**config.mk**
```make
export PLATFORM = sky130hd
export DESIGN_NAME = ecf_div_pipe
export DESIGN_NICKNAME = d
export VERILOG_FILES = /design/src/rtl/ecf_pkg.sv /design/src/rtl/ecf_div_pipe.sv
export SDC_FILE = /design/constraint.sdc
export NUM_CORES = 2
export LEC_CHECK = 0
export ABC_AREA = 1
export BUFFER_PORTS_ARGS = -buffer_cell sky130_fd_sc_hd__buf_2
export CORE_MARGIN = 4
export CORE_UTILIZATION = 35
export CTS_BUF_LIST = sky130_fd_sc_hd__clkbuf_2
export DETAILED_ROUTE_END_ITERATION = 7
export SYNTH_ARGS = -nofsm -noshare
export SYNTH_HDL_FRONTEND = slang
export SYNTH_SLANG_ARGS = --single-unit
```
**constraint.sdc**
```tcl
create_clock -name clk -period 3.1 [get_ports clk]
set_clock_uncertainty 0.1 [all_clocks]
set_input_delay 0.31 -clock clk [delete_from_list [all_inputs] [get_ports clk]]
set_output_delay 0.31 -clock clk [all_outputs]
set_load 0.03 [all_outputs]
```
**src/rtl/ecf_pkg.sv**
```systemverilog
// Shared types and constants for the eased screen crossfade pixel block.
// Holds the item structs, register indexes and reset values.
// No dependencies.
package ecf_pkg;

  localparam int unsigned CLR_W      = 8;
  localparam int unsigned DUR_W      = 16;
  localparam int unsigned FRAC_W_DEF = 16;
  localparam int unsigned APB_ADDR_W = 3;
  localparam int unsigned APB_DATA_W = 32;

  localparam logic [CLR_W-1:0] CLR_MAX      = '1;
  localparam logic [DUR_W-1:0] DUR_RESET    = 16'd1000;
  localparam logic             MODE_QUINTIC = 1'b1;
  localparam logic             MODE_RESET   = MODE_QUINTIC;

  typedef enum logic [0:0] {
    REG_DURATION = 1'b0,
    REG_MODE     = 1'b1
  } reg_idx_t;

  typedef struct packed {
    logic [DUR_W-1:0] elapsed_ms;
    logic [CLR_W-1:0] from_red;
    logic [CLR_W-1:0] from_green;
    logic [CLR_W-1:0] from_blue;
    logic [CLR_W-1:0] to_red;
    logic [CLR_W-1:0] to_green;
    logic [CLR_W-1:0] to_blue;
  } in_item_t;

  typedef struct packed {
    logic [CLR_W-1:0] out_red;
    logic [CLR_W-1:0] out_green;
    logic [CLR_W-1:0] out_blue;
    logic             done_res;
  } out_item_t;

endpackage

```
**src/rtl/ecf_div_pipe.sv**
```systemverilog
// Pipelined restoring divider: progress = elapsed*2^F / duration.
// One quotient bit per stage.
// Depends on ecf_pkg.
module ecf_div_pipe #(
  parameter int unsigned FRACTION_BITS = ecf_pkg::FRAC_W_DEF,
  parameter int unsigned SIDE_W        = 1
) (
  input  logic                      clk,
  input  logic                      rst_n,
  input  logic                      adv,
  input  logic                      in_valid,
  input  logic [ecf_pkg::DUR_W-1:0] in_elapsed,
  input  logic [ecf_pkg::DUR_W-1:0] in_dur,
  input  logic [SIDE_W-1:0]         in_side,
  output logic                      out_valid,
  output logic [FRACTION_BITS-1:0]  out_p,
  output logic [SIDE_W-1:0]         out_side
);
  import ecf_pkg::*;

  localparam int unsigned STEPS = DUR_W + FRACTION_BITS;

  // index s is the input of stage s; the dividend shifts out on top while
  // quotient bits shift in at the bottom of the same register
  logic                          vld_s  [STEPS+1];
  logic [STEPS-1:0]              dq_p   [STEPS+1];
  logic [SIDE_W-1:0]             side_s [STEPS+1];
  logic [DUR_W-1:0]              rem_p  [STEPS];
  logic [DUR_W-1:0]              dur_s  [STEPS];

  assign vld_s[0]  = in_valid;
  assign dq_p[0]   = {in_elapsed, {FRACTION_BITS{1'b0}}};
  assign side_s[0] = in_side;
  assign rem_p[0]  = '0;
  assign dur_s[0]  = in_dur;

  for (genvar s = 0; s < STEPS; s++) begin : g_stage
    logic [DUR_W:0]        shp;
    logic [DUR_W:0]        difp;
    logic                  gep;

    assign shp  = {rem_p[s], dq_p[s][STEPS-1]};
    assign gep  = shp >= {1'b0, dur_s[s]};
    assign difp = shp - {1'b0, dur_s[s]};

    always_ff @(posedge clk) begin
      if (!rst_n) begin
        vld_s[s+1] <= 1'b0;
      end else if (adv) begin
        vld_s[s+1] <= vld_s[s];
      end
    end

    always_ff @(posedge clk) begin
      if (adv) begin
        dq_p[s+1]   <= {dq_p[s][STEPS-2:0], gep};
        side_s[s+1] <= side_s[s];
      end
    end

    // the last stage keeps only the quotient
    if (s + 1 < STEPS) begin : g_rem
      always_ff @(posedge clk) begin
        if (adv) begin
          rem_p[s+1] <= gep ? difp[DUR_W-1:0] : shp[DUR_W-1:0];
          dur_s[s+1] <= dur_s[s];
        end
      end
    end
  end

  assign out_valid = vld_s[STEPS];
  assign out_p     = dq_p[STEPS][FRACTION_BITS-1:0];
  assign out_side  = side_s[STEPS];

endmodule

```
## Word-level counts from Yosys, hierarchy flattened

Index checks and enable logic that the tools add are counted.

- Register bits after elaboration: 1432
- Output and inout port bits: 18

- Add/subtract/negate cells: 31
- Order comparisons: 32
- Muxes and demuxes: 31

Operators by type and width:

| kind | count |
|---|---|
| >= comparator 17 x 16 -> 1 bit | 31 |
| two-way mux 16 bit | 30 |
| subtractor 16 bit | 30 |
| >= comparator 1 x 16 -> 1 bit | 1 |
| subtractor 1 x 16 -> 16 bit | 1 |
| two-way mux 1 bit | 1 |

## Depth between registers and ports, before layout

- Word-level depth: 2
- Mapped depth: 15
- Depth with buffers taken out: 14

## Least setup slack after synthesis

Ideal clock, no wire load.

- Path type: register to register
- Start point: register rem_p (netlist bit g_stage[1].shp[13])
- End point: register rem_p (netlist bit g_stage[2].shp[9]) (data pin)
- Library setup time: 0.252 ns
- Arrival: 1.605 ns
- Data required time: 2.748 ns
- Setup slack: 1.142 ns
- Cell stages (with the launch flop): 13
- Cells stage by stage: edfxtp_1 -> ha_1 -> nand2_2 -> inv_1 -> nand2_1 -> inv_1 -> nand2_1 -> nand2_1 -> nor2_4 -> nand2_4 -> buf_6 -> nand2_1 -> nand2_1

- Longest elaborated chain between the ends: 2

Ends and longest elaborated chain:

| element | RTL line | RTL |
|---|---|---|
| from (decl) | ecf_div_pipe.sv:28 | `logic [DUR_W-1:0] rem_p [STEPS];` |
| from (signal, indexed assignment) | ecf_div_pipe.sv:65 | `rem_p[s+1] <= gep ? difp[DUR_W-1:0] : shp[DUR_W-1:0];` |
| >= comparator 17 x 16 -> 1 bit | ecf_div_pipe.sv:43 | `assign gep = shp >= {1'b0, dur_s[s]};` |
| two-way mux 16 bit | ecf_div_pipe.sv:65 |  |

Every way passes these cells.
A chain may end at the register's enable or synchronous reset.

## Worst setup path in the final report

- Start point: input in_dur[5] (netlist name)
- End point: register rem_p (netlist bit g_stage[1].shp[1]) (data pin)

- Longest elaborated chain between the ends: 2

Ends and longest elaborated chain:

| element | RTL line | RTL |
|---|---|---|
| from (decl) | ecf_div_pipe.sv:13 | `input logic [ecf_pkg::DUR_W-1:0] in_dur,` |
| >= comparator 1 x 16 -> 1 bit | ecf_div_pipe.sv:43 |  |
| two-way mux 1 bit | ecf_div_pipe.sv:65 |  |

Every way passes these cells.

==> flow_metrics.env <==
export IMPL_seq_power_share=0.357
export IMPL_dieWidth_um=483.7
export IMPL_grt_overflow=0
export IMPL_p_sw_mw=36.03
export IMPL_crit_path_max_fanout=5
export IMPL_pwr_share_clk=0.161
export IMPL_final_core_utilization=0.3905
export IMPL_switching_share=0.4507
export IMPL_internal_power_mw=43.92
export IMPL_design_final_nets=10490
export IMPL_initial_utilization=0.3522
export IMPL_gp_congestion=0.9225
export IMPL_timing_critical_path_slowest_stage_cell="sky130_fd_sc_hd__dlygate4sd3_1"
export IMPL_worstMarginPinSlew_ns=1.205
export IMPL_wire_length_of_the_first_global_routing_pass_mm=326.1
export IMPL_hpwlAfterDp_mm=153.7
export IMPL_synthDistinctLibCells=39
export IMPL_worst_setup_path_end_kind="register"
export IMPL_cts_reportedPaths_clkPinSlew_ns=0.11
export IMPL_placement_setup_worst_slack_ns=0.2700
export IMPL_layout_setup_ws_ns=-0.1565
export IMPL_sequential_cell_area_fraction_in_the_yosys_report=0.4933
export IMPL_irDropWorstVdd_v=0.0004091
export IMPL_cp_data_required_time_ns=4.55
export IMPL_power_share_combinational=0.483
export IMPL_avgSynthCellArea_um2=8.425
export IMPL_status="complete, but fails checks"
export IMPL_violations="DRC, setup timing"
export IMPL_design_power_total_mw=79.95
export IMPL_die_y_um=483.7
export IMPL_period_minus_ws_final_ns=3.256
export IMPL_cts_root_buffer="sky130_fd_sc_hd__clkbuf_2"
export IMPL_port_buffers=54
export IMPL_worst_skew_pair_late_latency_ns=1.82
export IMPL_max_cap_violations=0
export IMPL_power_leakage_nw=43.37
export IMPL_boundaryPins=55
export IMPL_synthesis_instances=9402
export IMPL_detail_route_vias_per_cell=4.682
export IMPL_yosysTopAreaCell="sky130_fd_sc_hd__edfxtp_1"
export IMPL_setup_viol_count_final=1
export IMPL_grt_max_degree=139
export IMPL_coreArea_um2=224900
export IMPL_syn_cell_area_um2=79210
export IMPL_critical_path_cell_chain="dlygate4sd3_1, dlygate4sd3_1, buf_2, dlygate4sd3_1, nor3_1, dlygate4sd3_1, nand2_1, inv_1, nand3_4, nand2_1, dlygate4sd3_1, o21ai_0, dlygate4sd3_1"
export IMPL_crit_path_start_kind="input port"
export IMPL_hold_class="register to register"
export IMPL_power_density_nw_per_um2=910.3
export IMPL_period_share=1.050
export IMPL_layout_common_cells="sky130_fd_sc_hd__nand2_1 (3,424), sky130_fd_sc_hd__inv_1 (1,682), sky130_fd_sc_hd__edfxtp_1 (1,280), sky130_fd_sc_hd__nand3_1 (621), sky130_fd_sc_hd__nor2_1 (515)"
export IMPL_cts_inserted_buffers=374
export IMPL_filler_cell_count=23040
export IMPL_yosys_register_bits=1312
export IMPL_placementRows=174
export IMPL_drive_above_1_share=0.08964
export IMPL_dr_total_vias=61730
export IMPL_synth_top_cells_by_area="sky130_fd_sc_hd__edfxtp_1 (49%), sky130_fd_sc_hd__nand2_1 (16%), sky130_fd_sc_hd__inv_1 (8.0%)"
export IMPL_syn_nets=9966
export IMPL_first_global_vias=60580
export IMPL_routed_wirelength_mm=205.6
export IMPL_criticalPathCategory="input port to register"
export IMPL_layout_cells_most_common="sky130_fd_sc_hd__nand2_1"
export IMPL_detail_route_antenna_nets=0
export IMPL_detail_route_first_pass_iterations=8
export IMPL_cts_tree="done"
export IMPL_dr_first_iter_drc_count=4751
export IMPL_clockBufferDepth=4
export IMPL_critPathMostFrequentCell="sky130_fd_sc_hd__dlygate4sd3_1"
export IMPL_maximum_clock_frequency_mhz=307.1
export IMPL_synthesis_yosys_warnings=0
export IMPL_grt_antenna_before_repair=3
export IMPL_finalHoldViolCount=0
export IMPL_design_die_area_um2=234000
export IMPL_finalMaxSlewViolations=0
export IMPL_overall_routing_resource_usage=0.1726
export IMPL_cts_htree_levels=5
export IMPL_worstPathArrival_ns=4.70
export IMPL_post_route_drc_count=6
export IMPL_slew_headroom=0.1964
export IMPL_clkSinkCount=1312
export IMPL_worst_path_largest_cell_delay_ns=0.63
export IMPL_synthToLayoutAreaGrowth_pct=10.88
export IMPL_yosysTopAreaCellShare=0.4853
export IMPL_post_drt_wl_per_cell_um=15.59
## flip-flops by register name (all words and copies together), names as in the netlist
name	count
side_s	31
out_side	1
dur_s	496
out_valid	1
g_stage.shp	496
vld_s	31
out_p	16
dq_p	240
## what timing repair did
item                                    in CTS  in global routing
endpoints found under the setup margin      11                  1
setup buffers                                0                  4
gates resized for setup                     21                  2
pin swaps                                    0                  0
endpoints found under the hold margin     1360                  0
hold buffers                               152                  0
## cell families after synthesis
logic type | synth area share
compound gates | 0.02390
simple gates | 0.2820
flops | 0.4933
fa+ha+maj | 0.08609
xor+xnor | 0.02167
buf+inv | 0.09301
## cell type report
cell class	count	area [um2]	share of cell area
Antenna cell	6	15.01	0.0001710
Clock buffer	503	2517	0.02866
Clock inverter	137	825.8	0.009403
Inverter	1708	6459	0.07354
Multi-Input combinational cell	6273	32780	0.3732
Sequential cell	1312	39080	0.4449
Tap cell	2992	3744	0.04263
Timing Repair Buffer	252	2410	0.02744
## per-stage QoR
stage               setup TNS [ns]  area (um2)  hold slack (ns)  cells
floorplan                        0       79210           0.3003   9402
global placement                 0       82820           0.3021  12380
detailed placement               0       82820           0.3045  12380
CTS                        -0.3041       87770        0.0005116  13170
global route             -0.004679       87830           0.1306  13180
finish                     -0.1565       87830           0.1647  13180
## cell usage after synthesis (all sizes together)
master     n
nand2   3503
inv     1708
edfxtp  1280
nand3    669
nor2     592
ha       497
a21oi    302
xor2     150
nand3b   114
nand4    114
buf      100
o21ai     69
nor3      66
and2      64
or2       47
xnor2     46
dfxtp     32
fa        30
clkbuf     9
nor4       6
a21o       1
a31oi      1
o211ai     1
o21bai     1
## power groups by stage
stage	sequential, mW	clock (mW)	combinational [mW]
floorplan	27.2	0	29.5
global placement	29.0	0	37.9
detailed placement	28.9	0	38.2
CTS	28.6	13.6	38.5
global route	28.9	14.6	44.2
finish	28.5	12.8	38.6
## metal layers
layer	vias up	wire, um	global-route usage
met2	1664	95010	0.2850
li1	31280	-	-
met1	28390	94260	0.2305
met4	2	5775	0.05577
met5	-	13	0
met3	391	10530	0.02952
## path summary, 6_finish.rpt
path,slack [ns],endpoint,from,depth (start not counted)
max reg2reg,0.22,g_stage[13].shp[1]$_DFFE_PP_,dur_s[318]$_DFFE_PP_,9
min reg2reg,0.16,dq_p[735]$_DFFE_PP_,dq_p[766]$_DFFE_PP_,0
max,-0.16,g_stage[1].shp[1]$_DFFE_PP_,in_dur[5],13
min,0.16,dq_p[735]$_DFFE_PP_,dq_p[766]$_DFFE_PP_,0
## critical path, delay by kind of cell
kind	cells	cell delay, ns
buffers and inverters	8	3.77
and+or+nand+nor	4	0.56
AOI/OAI and AO/OA	1	0.07
No activity file was read; power rests on OpenSTA's default activity.
