File: config.mk
export PLATFORM = sky130hd
export DESIGN_NAME = ecf_weight
export DESIGN_NICKNAME = d
export VERILOG_FILES = /design/src/rtl/ecf_pkg.sv /design/src/rtl/ecf_weight.sv
export SDC_FILE = /design/constraint.sdc
export NUM_CORES = 2
export LEC_CHECK = 0
export ABC_AREA = 1
export BUFFER_PORTS_ARGS = -buffer_cell sky130_fd_sc_hd__clkbuf_2
export CORE_MARGIN = 2
export CORE_UTILIZATION = 27
export CTS_BUF_LIST = sky130_fd_sc_hd__clkbuf_2 sky130_fd_sc_hd__clkbuf_4 sky130_fd_sc_hd__clkbuf_8
export DETAILED_ROUTE_END_ITERATION = 8
export PLACE_DENSITY = 0.47
export SLEW_MARGIN = 20
export SYNTH_ARGS = -nofsm -noshare
export SYNTH_HDL_FRONTEND = slang
export SYNTH_SLANG_ARGS = --single-unit
File: constraint.sdc
create_clock -name clk -period 11.1 [get_ports clk]
set_input_delay 0 -clock clk [delete_from_list [all_inputs] [get_ports clk]]
set_output_delay 0 -clock clk [all_outputs]
set_load 0.005 [all_outputs]
File: src/rtl/ecf_pkg.sv
// Shared types and constants for the eased screen crossfade pixel block.
// Holds the item structs, register indexes and reset values.
// No dependencies.
package ecf_pkg;

  localparam int unsigned CLR_W      = 8;
  localparam int unsigned DUR_W      = 16;
  localparam int unsigned FRAC_W_DEF = 16;
  localparam int unsigned APB_ADDR_W = 3;
  localparam int unsigned APB_DATA_W = 32;

  localparam logic [CLR_W-1:0] CLR_MAX      = '1;
  localparam logic [DUR_W-1:0] DUR_RESET    = 16'd1000;
  localparam logic             MODE_QUINTIC = 1'b1;
  localparam logic             MODE_RESET   = MODE_QUINTIC;

  typedef enum logic [0:0] {
    REG_DURATION = 1'b0,
    REG_MODE     = 1'b1
  } reg_idx_t;

  typedef struct packed {
    logic [DUR_W-1:0] elapsed_ms;
    logic [CLR_W-1:0] from_red;
    logic [CLR_W-1:0] from_green;
    logic [CLR_W-1:0] from_blue;
    logic [CLR_W-1:0] to_red;
    logic [CLR_W-1:0] to_green;
    logic [CLR_W-1:0] to_blue;
  } in_item_t;

  typedef struct packed {
    logic [CLR_W-1:0] out_red;
    logic [CLR_W-1:0] out_green;
    logic [CLR_W-1:0] out_blue;
    logic             done_res;
  } out_item_t;

endpackage

File: src/rtl/ecf_weight.sv
// Weight pipeline: quintic smoothstep of progress (or progress itself) and
// the screen pull factor 4*w*(1-w), four register stages.
// Depends on ecf_pkg.
module ecf_weight #(
  parameter int unsigned FRACTION_BITS = ecf_pkg::FRAC_W_DEF,
  parameter int unsigned SIDE_W        = 1
) (
  input  logic                     clk,
  input  logic                     rst_n,
  input  logic                     adv,
  input  logic                     in_valid,
  input  logic [FRACTION_BITS-1:0] in_p,
  input  logic                     in_mode,
  input  logic [SIDE_W-1:0]        in_side,
  output logic                     out_valid,
  output logic [FRACTION_BITS:0]   out_w,
  output logic [FRACTION_BITS:0]   out_mid,
  output logic [SIDE_W-1:0]        out_side
);
  import ecf_pkg::*;

  localparam int unsigned F     = FRACTION_BITS;
  localparam int unsigned SQ_W  = 2*F + 1;
  localparam int unsigned KW    = F + 5;
  localparam int unsigned WP_W  = F + KW + 1;
  localparam int unsigned MD_W  = 2*F + 5;
  localparam logic [F:0]  ONE   = (F+1)'(1) << F;
  localparam logic [KW:0] ONE_K = (KW+1)'(1) << F;

  logic [3:0]        vld_r;
  logic [SIDE_W-1:0] side1_r, side2_r, side3_r, side4_r;

  // stage 1: p^2
  logic [F-1:0]  p1_r, t2_r;
  logic          mode1_r;
  logic [SQ_W-1:0] sq_nxt;
  // stage 2: p^3 and the polynomial factor
  logic [F-1:0]  p2_r, t3_r;
  logic [KW-1:0] k_r;
  logic          mode2_r;
  logic [SQ_W-1:0] cube_nxt;
  logic [KW-1:0] kpos, kneg;
  // stage 3: weight
  logic [F:0]    w3_r, w_nxt;
  logic [WP_W-1:0] wp;
  logic [KW:0]   wq;
  // stage 4: pull factor
  logic [F:0]    w4_r, mid_r, mid_nxt;
  logic [MD_W-1:0] md;
  logic [F+4:0]  midq;

  always_comb begin
    sq_nxt   = SQ_W'(in_p) * SQ_W'(in_p) + (SQ_W'(1) << (F - 1));
    cube_nxt = SQ_W'(t2_r) * SQ_W'(p1_r) + (SQ_W'(1) << (F - 1));
    kpos     = KW'(6) * KW'(t2_r) + (KW'(10) << F);
    kneg     = KW'(15) * KW'(p1_r);
    wp       = WP_W'(t3_r) * WP_W'(k_r) + (WP_W'(1) << (F - 1));
    wq       = wp[WP_W-1:F];
    if (mode2_r == MODE_QUINTIC) begin
      w_nxt = (wq > ONE_K) ? ONE : wq[F:0];
    end else begin
      w_nxt = {1'b0, p2_r};
    end
    md      = ((MD_W'(w3_r) * MD_W'(ONE - w3_r)) << 2) + (MD_W'(1) << (F - 1));
    midq    = md[MD_W-1:F];
    mid_nxt = (midq > (F+5)'(ONE)) ? ONE : midq[F:0];
  end

  always_ff @(posedge clk) begin
    if (!rst_n) begin
      vld_r <= '0;
    end else if (adv) begin
      vld_r <= {vld_r[2:0], in_valid};
    end
  end

  always_ff @(posedge clk) begin
    if (adv) begin
      p1_r    <= in_p;
      t2_r    <= sq_nxt[2*F-1:F];
      mode1_r <= in_mode;
      side1_r <= in_side;

      p2_r    <= p1_r;
      t3_r    <= cube_nxt[2*F-1:F];
      k_r     <= (kpos >= kneg) ? kpos - kneg : '0;
      mode2_r <= mode1_r;
      side2_r <= side1_r;

      w3_r    <= w_nxt;
      side3_r <= side2_r;

      w4_r    <= w3_r;
      mid_r   <= mid_nxt;
      side4_r <= side3_r;
    end
  end

  assign out_valid = vld_r[3];
  assign out_w     = w4_r;
  assign out_mid   = mid_r;
  assign out_side  = side4_r;

endmodule

Word level (Yosys, flattened, before mapping)
Cells that the tools add are included. Widths: inputs -> output; s select.

Output and inout bits: 36. Register bits after elaboration: 146. Bits of input ports: 22.

Mux-type cells: 2. Order comparisons: 3. $add $sub $neg: 7. Multiply operators: 6.

Operator list (count): $add 32x16->32 const B (2); $mul 16x16->32 (2); $add 37x16->38 const B (1); $add 37x16->37 const B (1); $mul 16x21->37 (1); $mul 18x18->35 (1); $gt 22x17->1 const B (1); $add 19x20->21 const B (1); $ge 21x20->1 (1); $gt 21x17->1 const B (1); $sub 21x20->21 (1); $mul 4x16->20 const A (1); $mul 2x16->18 const A (1); $sub 17x17->18 const A (1); $mux 17 (1); $mux 16 (1).

Logic depth before layout (Yosys ltp)
Word-level depth: 5. Mapped depth: 50. Depth with buffers taken out: 48.

Worst setup path before layout
No wires, ideal clock.

Kind: flip-flop to flip-flop. Start point: register w3_r[0]. End point: register mid_r[10] (netlist: out_mid[10]), data pin. Clock period less this slack: 7.964 ns. Required time: 10.847 ns. Slack: 3.136 ns. Data arrival time: 7.711 ns. Cell stages (with the launch flop): 40. Cells stage by stage: edfxtp_1 -> inv_1 -> clkbuf_1 -> ha_1 -> nand2_1 -> nor3_1 -> nand2_1 -> nor3_1 -> nand4_1 -> ha_1 -> clkbuf_1 -> clkinv_1 -> nand2_1 -> fa_1 -> fa_1 -> inv_1 -> fa_1 -> fa_1 -> (+4 left out) -> ha_1 -> a21oi_1 -> o21ai_1 -> a21oi_1 -> nand3_1 -> nand2_2 -> inv_1 -> nor2_1 -> nand3_1 -> nor2_2 -> nand4_1 -> nor2_1 -> nor2_1 -> nor2_1 -> nor2_4 -> nand2_4 -> buf_8 -> nor2_2.

Cells in the longest elaborated chain, start to end: 4.

Ends and longest elaborated chain: start, declared (RTL line ecf_weight.sv:44) `logic [F:0] w3_r, w_nxt;`; start signal, assigned (RTL line ecf_weight.sv:90) `w3_r <= w_nxt;`; $sub 17x17->18 (RTL line ecf_weight.sv:64) `md = ((MD_W'(w3_r) * MD_W'(ONE - w3_r)) << 2) + (MD_W'(1) << (F - 1));`; $mul 18x18->35 * (RTL line ecf_weight.sv:64); $add 37x16->37 * (RTL line ecf_weight.sv:64); $gt 21x17->1 (RTL line ecf_weight.sv:66) `mid_nxt = (midq > (F+5)'(ONE)) ? ONE : midq[F:0];`; end signal, assigned (RTL line ecf_weight.sv:94) `mid_r <= mid_nxt;`; end, declared (RTL line ecf_weight.sv:48) `logic [F:0] w4_r, mid_r, mid_nxt;`.

Every way passes the cells marked *; elsewhere a longest branch is shown, timed or not. A chain may end at the register's enable or synchronous reset.

Final worst setup path
Start point: register w3_r[0]. End point: register mid_r[5] (netlist: out_mid[5]), data pin.

Same word-level chain as after synthesis.

==> summary.md <==
| Metric | Value |
|---|---|
| Outcome | completed |
| Cell area after synthesis | 46700 sq um |
| Via count | 34951 |
| RSZ-0062 raised after global routing | false |
| GP Congestion | 0.885 |
| Routed vias/inst | 4.34 |
| Worst path slowest cell | fa_1 |
| Syn Inst Count | 5786 |
| FF-to-FF setup slack | 2.00 ns |
| Layout area overhead | 7.18% |
| TritonCTS clock tree | done |
| Clock-pin transition on the worst setup and hold timing paths | 0.11 ns |
| WHS Endpoint | p1_r[2] |
| Die Height | 420 um |
| TritonCTS Sinks | 146 |
| GRT Util Overall | 0.149 |
| Simple-gate share of the synthesized area | 0.159 |
| Final HPWL DP | 101 mm |
| DR WL/cell | 15.7 um |
| Worst Hold Class | in2reg |
| Largest net degree at the start of global routing | 79 |
| Worst Path Max Fanout | 25 |
| Most used DFF post-synth | edfxtp_1 |
| Tcrit/Tclk final | 0.820 |
| Initial core utilization | 0.272 |
| Worst R2R Start | w3_r[0] |
| Clk root buf | clkbuf_8 |
| Post-synthesis compound-gate area fraction | 0.0445 |
| Post-synthesis xor/xnor area fraction | 0.0216 |
| Multi-input logic area | 35200 sq um |
| Sequential share of the synthesized area | 0.0931 |
| Final WL | 126 mm |
| DR DRC count | 0 |
| FP Rows | 152 |
| Hold depth | 1 |
| Fraction of layout cells with a size suffix above 1 | 0.0396 |
| Adder-Cell Fraction of Synth Area | 0.529 |
| Count of input and output buffers | 57 |
| Worst Path Required | 11.43 ns |
| Cts bufs inserted | 17 |
| Final antenna-violating net count | 0 |
| Die X | 420 um |
| Initial antenna violation count | 3 |
| Min cycle time layout | 9.10 ns |
| FF+latch count, synth | 146 |
| Crit Reg-Reg Endpoint | out_mid[5] |
| Fmax | 110 MHz |
| Mux cell area share after synthesis | 0 |
| Transition time of the tightest slew-check pin | 1.13 ns |
| Core area | 172000 sq um |
| R2R depth | 38 |
| Async SR Flop Fraction | 0 |
| Rel. slew slack | 0.249 |
| Io pins | 58 |
| Min Hold Slack | 0.0339 ns |
| Final #Nets | 7182 |
| Synth cell count leaders | inv_1 (1661), nand2_1 (1328), fa_1 (887), ha_1 (554), nor2_1 (267) |
| Die ar. | 176000 sq um |
| Number of max-cap violations | 0 |
| Cell variety after synth | 54 |
| Fin Setup TNS | 0 ns |
| Area share of the largest cell type after synthesis | 0.381 |
| Reg area | 4340 sq um |
| Synth warn | 0 |
| Max incr delay on CP | 0.50 ns |
| Worst path arrival time | 9.43 ns |
| Pre-Repair DR Iteration Count | 9 |
| Max Slew Vio Count | 0 |
| Via count of the first global-routing pass | 37965 |
| H-tree Lvls | 4 |
| Clock Latency Late Sink | 0.59 ns |
| # fillers | 18509 |
| Largest family of logic cells by synthesized area | adder cells |
| Clk_skew | 0.0308 ns |
| Final setup violation count | 0 |
| Mean Syn Cell Area | 8.06 sq um |
| Most common cell in the netlist | inv_1 |
| CP startpoint kind | flip-flop |
| First-pass GRT wire length | 206 mm |
| Largest area contributor in the netlist | fa_1 |
| Hold Crit Start | in_p[2] |
| CTS max path bufs | 2 |
| Post-synth EDFFs | 142 |
| Final hold viol count | 0 |
| Critical path type | reg2reg |
| 1st-iter DRT viols | 1844 |
| Mapped Nets | 7249 |
| Crit end category | flip-flop |
| Total grt overflow | 0 |
| Synth top area cells | fa_1 (38%), ha_1 (15%), inv_1 (13%), nand2_1 (11%), edfxtp_1 (9.1%) |
==> logic make-up after synthesis <==
family | count (synthesis)
xor+xnor | 115
compound gates | 367
fa+ha+maj | 1441
buf+inv | 1892
flops | 146
simple gates | 1825
==> registers in the layout, indices dropped and copies added (netlist names), 4 cells and up <==
name / count
w3_r: 17
k_r: 21
t3_r: 16
out_mid: 17
out_w: 17
p1_r: 16
vld_r: 4
t2_r: 16
p2_r: 16
==> worst max-delay path, delay by kind of cell (launching register included) <==
family / cells / cell delay [ns]
compound gates: 2 / 0.37
flops: 1 / 0.37
fa+ha+maj: 9 / 3.93
simple gates: 20 / 2.99
buf+inv: 7 / 1.15
==> stage by stage <==
stage,cells,cell area [sq um],utilization,setup slack [ns]
final,8046,50000,0.291,2.00
after global routing,8046,50000,0.291,1.23
after CTS,8042,50000,0.291,2.05
after detailed placement,7993,49400,0.288,2.08
after global placement,7993,49400,0.288,2.24
after floorplan,5786,46700,-,3.14
==> layout make-up <==
cell class | instances | share of cell area
Multi-Input combinational cell | 3748 | 0.703
Inverter | 1680 | 0.126
Sequential cell | 146 | 0.0869
Tap cell | 2310 | 0.0578
Timing Repair Buffer | 126 | 0.0170
Clock buffer | 18 | 0.00483
Clock inverter | 14 | 0.00373
Antenna cell | 4 | 0.000200
==> worst max path at each step <==
stage	start	to	slack, ns	cells after the start
4_1_cts	w3_r[0]	out_mid[5]	2.05	38
2_1_floorplan	w3_r[0]	out_mid[10]	3.14	39
3_5_place_dp	w3_r[0]	out_mid[5]	2.08	38
5_1_grt	w3_r[0]	out_mid[5]	1.23	38
3_3_place_gp	w3_r[0]	out_mid[0]	2.24	38
6_report	w3_r[0]	out_mid[5]	2.00	38
==> timing repair <==
action | CTS | global route
resized for setup | 0 | 0
hold buffers | 17 | 0
buffers inserted | 0 | 0
endpoints found under the hold margin | 23 | 0
==> layer usage <==
layer  share of wire  GRT usage  up-vias
li1                -          -    16721
met1            0.46      0.201    17447
met2            0.48      0.259      658
met3           0.039     0.0161      125
met4           0.018     0.0312        0
met5               0          0        -
==> cells in the final DEF (no fill, tap or decap), types with 13 or more instances in the layout <==
master,netlist,layout
a21oi_1,192,192
a31oi_1,14,14
buf_4,1,52
clkbuf_2,0,56
clkbuf_8,0,17
dlygate4sd3_1,0,17
edfxtp_1,142,142
fa_1,887,887
ha_1,554,554
inv_1,1661,1661
inv_2,13,13
nand2_1,1328,1328
nand2_2,19,19
nand3_1,89,89
nand4_1,20,20
nor2_1,267,267
nor2_2,15,15
nor3_1,38,38
o21ai_0,70,70
o21bai_1,20,20
xnor2_1,38,38
xor2_1,77,77
Power is left out: the tool's default activity adds up to more than one toggle a clock period on the data nets, which glitch-free logic cannot reach.
